`src/rtl/ddpq_pkg.sv`:
```
// ----------------------------------------------------------------------------
// ddpq_pkg: shared types and constants of the due date priority queue
// Entry layout, status codes, the cell control group and the key function.
// ----------------------------------------------------------------------------
package ddpq_pkg;

    localparam int CAPACITY_DEF        = 16;
    localparam int MAX_NAME_LENGTH_DEF = 11;

    localparam int HANDLE_W = 16;
    localparam int MONTH_W  = 4;
    localparam int DAY_W    = 5;
    localparam int LENGTH_W = 4;
    localparam int OCC_W    = 5;
    localparam int KEY_W    = MONTH_W + DAY_W;

    localparam logic [DAY_W-1:0]   DAY_MAX   = DAY_W'(31);
    localparam logic [MONTH_W-1:0] MONTH_MAX = MONTH_W'(12);

    typedef enum logic [2:0] {
        ST_ENQUEUED   = 3'd0,
        ST_BAD_LENGTH = 3'd1,
        ST_BAD_DAY    = 3'd2,
        ST_BAD_MONTH  = 3'd3,
        ST_FULL       = 3'd4,
        ST_DEQUEUED   = 3'd5,
        ST_EMPTY      = 3'd6
    } status_t;

    typedef struct packed {
        logic [HANDLE_W-1:0] handle;
        logic [MONTH_W-1:0]  month;
        logic [DAY_W-1:0]    day;
    } entry_t;

    // Broadcast to every cell; at most one of the two is set in a cycle.
    typedef struct packed {
        logic enq;
        logic deq;
    } cell_ctrl_t;

    typedef struct packed {
        status_t             status;
        logic [HANDLE_W-1:0] handle;
        logic [MONTH_W-1:0]  month;
        logic [DAY_W-1:0]    day;
        logic [OCC_W-1:0]    occupancy;
    } result_t;

    function automatic logic [KEY_W-1:0] key_of(entry_t e);
        return {e.month, e.day};
    endfunction

endpackage

```
`src/rtl/ddpq_cell.sv`:
```
// ----------------------------------------------------------------------------
// ddpq_cell: one slot of the sorted shift-register queue
// Holds one entry, compares it with the entry being inserted, and shifts
// toward the head on a dequeue or toward the tail on an insert ahead of it.
// ----------------------------------------------------------------------------
module ddpq_cell
    import ddpq_pkg::*;
(
    input  logic       aclk,
    input  cell_ctrl_t ctrl,
    input  entry_t     new_entry,
    input  logic       occupied,
    input  logic       left_occupied,
    input  logic       left_greater,
    input  entry_t     left_entry,
    input  entry_t     right_entry,
    output entry_t     entry,
    output logic       greater
);

    entry_t entry_reg;
    entry_t entry_next;
    logic   take_new;

    // Equal keys are not greater, so a new entry lands behind them.
    assign greater = occupied && (key_of(entry_reg) > key_of(new_entry));

    // The insert point is the first cell that is greater, or the first free
    // cell when no held entry is greater.
    assign take_new = ctrl.enq && !left_greater &&
                      (greater || (!occupied && left_occupied));

    always_comb begin
        entry_next = entry_reg;
        if (ctrl.deq) begin
            entry_next = right_entry;
        end else if (ctrl.enq && left_greater) begin
            entry_next = left_entry;
        end else if (take_new) begin
            entry_next = new_entry;
        end
    end

    always_ff @(posedge aclk) begin
        entry_reg <= entry_next;
    end

    assign entry = entry_reg;

endmodule

```
`src/rtl/due_date_priority_queue.sv`:
```
// ----------------------------------------------------------------------------
// due_date_priority_queue: bounded priority queue keyed by (month, day)
// A row of cells keeps the entries sorted earliest first; equal keys leave
// in arrival order. Each request word returns one result word.
// ----------------------------------------------------------------------------
//  channel  | direction | tdata (low bit up)                         | tuser
//  s_       | in        | item_handle, due_month, due_day,           | req_type
//           |           | name_length, zero pad to 32                |
//  m_       | out       | out_handle, out_month, out_day,            | status
//           |           | occupancy, zero pad to 32                  |
//
// One request is taken every cycle while s_tready is high; every cell
// compares its key with the incoming key in the same cycle, so the row
// shifts in one step. Each result word is registered in the output register.
// A skid register holds one more result while the output stalls; s_tready
// drops only when both are full.
// Reset clears the entry count and the output handshake; no clearing pass.
// ----------------------------------------------------------------------------
module due_date_priority_queue
    import ddpq_pkg::*;
#(
    parameter int CAPACITY        = CAPACITY_DEF,
    parameter int MAX_NAME_LENGTH = MAX_NAME_LENGTH_DEF
) (
    input  logic        aclk,
    input  logic        aresetn,
    input  logic        s_tvalid,
    output logic        s_tready,
    // item_handle[15:0], due_month[19:16], due_day[24:20], name_length[28:25]
    input  logic [31:0] s_tdata,
    // req_type[0]
    input  logic [0:0]  s_tuser,
    output logic        m_tvalid,
    input  logic        m_tready,
    // out_handle[15:0], out_month[19:16], out_day[24:20], occupancy[29:25]
    output logic [31:0] m_tdata,
    // status[2:0]
    output logic [2:0]  m_tuser
);

    localparam int CW = $clog2(CAPACITY + 1);
    localparam logic [CW-1:0]       CAP_COUNT = CW'(CAPACITY);
    localparam logic [LENGTH_W-1:0] LEN_MAX   = LENGTH_W'(MAX_NAME_LENGTH);

    logic [CW-1:0] count_reg;
    logic [CW-1:0] count_next;
    logic          out_valid_reg;
    logic          skid_valid_reg;
    result_t       out_reg;
    result_t       skid_reg;

    logic          accept;
    logic          is_deq;
    entry_t        req_entry;
    logic [LENGTH_W-1:0] req_length;
    cell_ctrl_t    ctrl;
    result_t       res;

    entry_t        cell_entry   [CAPACITY];
    logic          cell_greater [CAPACITY];
    logic          cell_occ     [CAPACITY];

    assign s_tready = !skid_valid_reg;
    assign accept   = s_tvalid && s_tready;

    assign is_deq           = s_tuser[0];
    assign req_entry.handle = s_tdata[15:0];
    assign req_entry.month  = s_tdata[19:16];
    assign req_entry.day    = s_tdata[24:20];
    assign req_length       = s_tdata[28:25];

    always_comb begin
        ctrl       = '0;
        count_next = count_reg;
        res        = '0;
        if (is_deq) begin
            if (count_reg == '0) begin
                res.status = ST_EMPTY;
            end else begin
                res.status = ST_DEQUEUED;
                res.handle = cell_entry[0].handle;
                res.month  = cell_entry[0].month;
                res.day    = cell_entry[0].day;
                ctrl.deq   = accept;
                count_next = CW'(count_reg - 1'b1);
            end
        end else begin
            priority if (req_length == '0 || req_length > LEN_MAX) begin
                res.status = ST_BAD_LENGTH;
            end else if (req_entry.day == '0 || req_entry.day > DAY_MAX) begin
                res.status = ST_BAD_DAY;
            end else if (req_entry.month == '0 || req_entry.month > MONTH_MAX) begin
                res.status = ST_BAD_MONTH;
            end else if (count_reg >= CAP_COUNT) begin
                res.status = ST_FULL;
            end else begin
                res.status = ST_ENQUEUED;
                ctrl.enq   = accept;
                count_next = CW'(count_reg + 1'b1);
            end
        end
        res.occupancy = OCC_W'(count_next);
    end

    for (genvar i = 0; i < CAPACITY; i++) begin : g_cell
        localparam logic [CW-1:0] IDX = CW'(i);
        entry_t left_entry;
        entry_t right_entry;
        logic   left_greater;
        logic   left_occ;

        assign cell_occ[i] = IDX < count_reg;

        if (i == 0) begin : g_head
            assign left_entry   = '0;
            assign left_greater = 1'b0;
            assign left_occ     = 1'b1;
        end else begin : g_body
            assign left_entry   = cell_entry[i-1];
            assign left_greater = cell_greater[i-1];
            assign left_occ     = cell_occ[i-1];
        end

        if (i == CAPACITY - 1) begin : g_tail
            assign right_entry = '0;
        end else begin : g_mid
            assign right_entry = cell_entry[i+1];
        end

        ddpq_cell u_cell (
            .aclk          (aclk),
            .ctrl          (ctrl),
            .new_entry     (req_entry),
            .occupied      (cell_occ[i]),
            .left_occupied (left_occ),
            .left_greater  (left_greater),
            .left_entry    (left_entry),
            .right_entry   (right_entry),
            .entry         (cell_entry[i]),
            .greater       (cell_greater[i])
        );
    end

    always_ff @(posedge aclk) begin
        if (!aresetn) begin
            count_reg      <= '0;
            out_valid_reg  <= 1'b0;
            skid_valid_reg <= 1'b0;
        end else begin
            if (accept) begin
                count_reg <= count_next;
            end
            if (!out_valid_reg || m_tready) begin
                if (skid_valid_reg) begin
                    out_reg        <= skid_reg;
                    out_valid_reg  <= 1'b1;
                    skid_valid_reg <= 1'b0;
                end else begin
                    out_reg       <= res;
                    out_valid_reg <= accept;
                end
            end else if (accept) begin
                skid_reg       <= res;
                skid_valid_reg <= 1'b1;
            end
        end
    end

    assign m_tvalid = out_valid_reg;
    assign m_tuser  = out_reg.status;
    assign m_tdata  = {2'b00, out_reg.occupancy, out_reg.day, out_reg.month,
                       out_reg.handle};

    a_count_bound: assert property (@(posedge aclk) disable iff (!aresetn)
        count_reg <= CAP_COUNT)
        else $error("entry count exceeds capacity");

    a_skid_behind_out: assert property (@(posedge aclk) disable iff (!aresetn)
        skid_valid_reg |-> out_valid_reg)
        else $error("skid word held while output register is empty");

    a_enq_grows: assert property (@(posedge aclk) disable iff (!aresetn)
        ctrl.enq |=> count_reg == CW'($past(count_reg) + 1'b1))
        else $error("stored enqueue did not raise the count");

    a_deq_shrinks: assert property (@(posedge aclk) disable iff (!aresetn)
        ctrl.deq |=> count_reg == CW'($past(count_reg) - 1'b1))
        else $error("dequeue did not lower the count");

    a_idle_count: assert property (@(posedge aclk) disable iff (!aresetn)
        !accept |=> $stable(count_reg))
        else $error("count changed without an accepted word");

endmodule
```
`config.mk`:
```
export PLATFORM = sky130hd
export DESIGN_NAME = due_date_priority_queue
export DESIGN_NICKNAME = d
export VERILOG_FILES = /design/src/rtl/ddpq_pkg.sv /design/src/rtl/ddpq_cell.sv /design/src/rtl/due_date_priority_queue.sv
export SDC_FILE = /design/constraint.sdc
export NUM_CORES = 1
export LEC_CHECK = 0
export BUFFER_PORTS_ARGS = -buffer_cell sky130_fd_sc_hd__buf_2
export CAP_MARGIN = 10
export CORE_UTILIZATION = 33
export CTS_CLUSTER_DIAMETER = 30
export DETAILED_ROUTE_END_ITERATION = 10
export PLACE_DENSITY = 0.58
export SYNTH_ARGS = -nofsm -noshare
export SYNTH_HDL_FRONTEND = slang
export SYNTH_HIERARCHICAL = 1
export SYNTH_SLANG_ARGS = --single-unit
export TNS_END_PERCENT = 50
```
`constraint.sdc`:
```
create_clock -name aclk -period 10.05 [get_ports aclk]
set_input_delay 0.5025 -clock aclk [delete_from_list [all_inputs] [get_ports aclk]]
set_output_delay 0.5025 -clock aclk [all_outputs]
set_load 0.01 [all_outputs]
```
==> flow_summary_export.csv <==
group,metric,value,unit
power,swShare,0.264,
layout,largest_reg_flops,400,
critical_path,r2r_slack,5560,ps
layout,multiInputGateArea,12800,µm²
run,drv_cap,0,
timing,setup_viol,0,
routing,drcViolationCount,0,
critical_path,crit_cells,8,
cts,cts-root-buf,"clkbuf_16",
die,start_util,0.335,
global_routing,grt_use_total,0.157,
power,power.density,221,nW/µm²
die,die-area,86400,µm²
logic_synthesis,synth_area,28100,µm²
cts,post_cts_resized,0,
power,p_leak,14.9,nW
critical_path,cp_common_cell,"buf_12",
cts,clk_pin_slew,50,ps
global_routing,grt_overflow_total,0,
cts,max-clock-path-buffers,3,
critical_path,rr_startpoint,"count_reg[1]",
routing,drt-vias-per-instance,5.02,
placement,dp_hpwl,45400,µm
layout,nets,2930,
critical_path,reg2reg_depth,8,
layout,fillers,8168,
logic_synthesis,yosysWarnings,6,
routing,wirelength,68900,µm
timing,fmax,0.223,GHz
timing,setup_ws,5560,ps
critical_path,crit_path_end_kind,"register",
critical_path,slowest_stage,"a211o_1",
die,dieHeight,294,µm
cts,cts_max_level,3,
cts,clock_sinks,473,
power,p_clk_frac,0.511,
cts,hold_buffers,0,
critical_path,crit_end,"g_cell[8].u_cell/entry[22]",
placement,io_buffers,68,
logic_synthesis,syn-instance-count,2623,
layout,register_area,14100,µm²
critical_path,cp_max_fo,265,
power,comb_power_share,0.132,
global_routing,grt_max_degree,293,
cts,post_cts_buffers,0,
power,p_sw,1.97,mW
critical_path,path_delay_family,"buffers and inverters",
timing,min_period_over_period,0.446,
die,core.rowCount,106,
power,power.internal,5.48,mW
timing,slew_headroom,0.223,
layout,area_delta_synth_final,19.6,%
die,core_area,84000,µm²
power,ir_worst_vdd,0.000162,V
placement,gp_congestion,0.787,
die,io_pins,74,
timing,finalMaxSlewViolations,0,
global_routing,grt_pass1_wl,110000,µm
cts,cts_buffers,114,
power,power_frac_seq,0.357,
timing,hold_viol_final,0,
timing,rsz0062_at_grt,"false",
timing,final.setup.tns,0,ps
routing,drt.antenna.violating_nets,0,
critical_path,cp_data_required_time,10310,ps
global_routing,grt_pass1_vias,19977,
critical_path,path_cells,"inv_1, ha_1, nor4b_4, nand2b_1, nor2_4, buf_12, buf_12, a211o_1",
critical_path,cp.arrival,4750,ps
critical_path,crit_start,"count_reg[1]",
critical_path,critPathBufInv,3,
routing,firstDrtPassIters,6,
timing,worst_pin_slew,1170,ps
routing,vias,19995,
critical_path,start_kind,"register",
timing,holdWs,132,ps
global_routing,antenna_found_initial,3,
routing,wl_per_cell,17.3,µm
cts,clk_latency,660,ps
critical_path,r2r-end,"g_cell[8].u_cell/entry[22]",
routing,drt_iter0_drc,1270,
worst_hold_path,hold_path.class,"in2reg",
layout,drive_gt1_frac,0.135,
timing,period_minus_slack,4490,ps
logic_synthesis,synth.avg_cell_area,10.7,µm²
outcome,status,"finished, final reports clean",
die,die_w,294,µm
placement,pre_cts_ws,5440,ps
cts,cts_tree,"yes",
timing,finClkSkew,25.2,ps
critical_path,crit_path_max_incr_delay,970,ps
critical_path,critPathKind,"reg2reg",
[how the worst min path moves through the flow]
| stage | to | depth (start not counted) | start | slack [ps] |
|---|---|---|---|---|
| after global routing | skid_valid_reg | 3 | s_tvalid | 130 |
| final | skid_valid_reg | 3 | s_tvalid | 130 |
| after CTS | skid_valid_reg | 3 | s_tvalid | 90 |
| after global placement | g_cell[14].u_cell/entry[24] | 2 | g_cell[15].u_cell/entry[24] | 510 |
| after detailed placement | g_cell[14].u_cell/entry[13] | 2 | g_cell[15].u_cell/entry[13] | 520 |
| after floorplan | g_cell[14].u_cell/entry[23] | 2 | g_cell[15].u_cell/entry[23] | 500 |
[routing by layer]
| metal | global-route usage | share of wire |
|---|---|---|
| met1 | 0.214 | 0.47 |
| met2 | 0.257 | 0.47 |
| met3 | 0.0215 | 0.037 |
| met4 | 0.0525 | 0.021 |
| met5 | 0 | 0.00019 |
[layout by cell type (no fill, tap or decap), drive strengths merged, types with 17 or more instances in the layout]
master  instances
edfxtp        466
buf            94
inv           185
mux2i         402
clkbuf        138
bufinv         20
nand3          20
nor2           44
nor3           17
and2           25
conb           55
ha            148
mux2           31
a21o           17
clkinv         39
a21oi          57
nand4          31
nand2         464
o21ai         453
[per-stage QoR]
stage	util	cells	instance area, µm²	power (mW)
final	0.401	3980	33600	7.45
after floorplan	-	2676	28300	3.33
after global routing	0.401	3979	33600	7.77
after CTS	0.401	3979	33600	7.52
after global placement	0.353	3763	29600	3.66
after detailed placement	0.353	3763	29600	3.68
[worst reg2reg max path, delay by kind of cell, from the launching register on]
kind	cells	cell delay, ps
buffers and inverters	3	1590
flip-flops	1	570
AND/OR/NAND/NOR	3	650
AO/OA/AOI/OAI	1	1030
adder cells (fa/ha/maj)	1	250
[power groups by stage]
stage                     Clock (mW)  Sequential (mW)  Combinational [mW]
after floorplan                    0             2.64               0.688
after global placement             0             2.70               0.962
after detailed placement           0             2.70               0.982
after CTS                       3.86             2.67               0.990
after global routing            3.96             2.69                1.11
final                           3.80             2.66               0.983
[cell type report]
| cell class | count | area share |
|---|---|---|
| clock buffer | 138 | 0.0897 |
| inverter | 180 | 0.0201 |
| multi-input combinational | 1882 | 0.382 |
| timing repair buffer | 94 | 0.0170 |
| clock inverter | 78 | 0.0286 |
| antenna | 1 | 0.0000744 |
| sequential | 473 | 0.420 |
| tap | 1134 | 0.0422 |
Power figures use the tool's default switching activity.
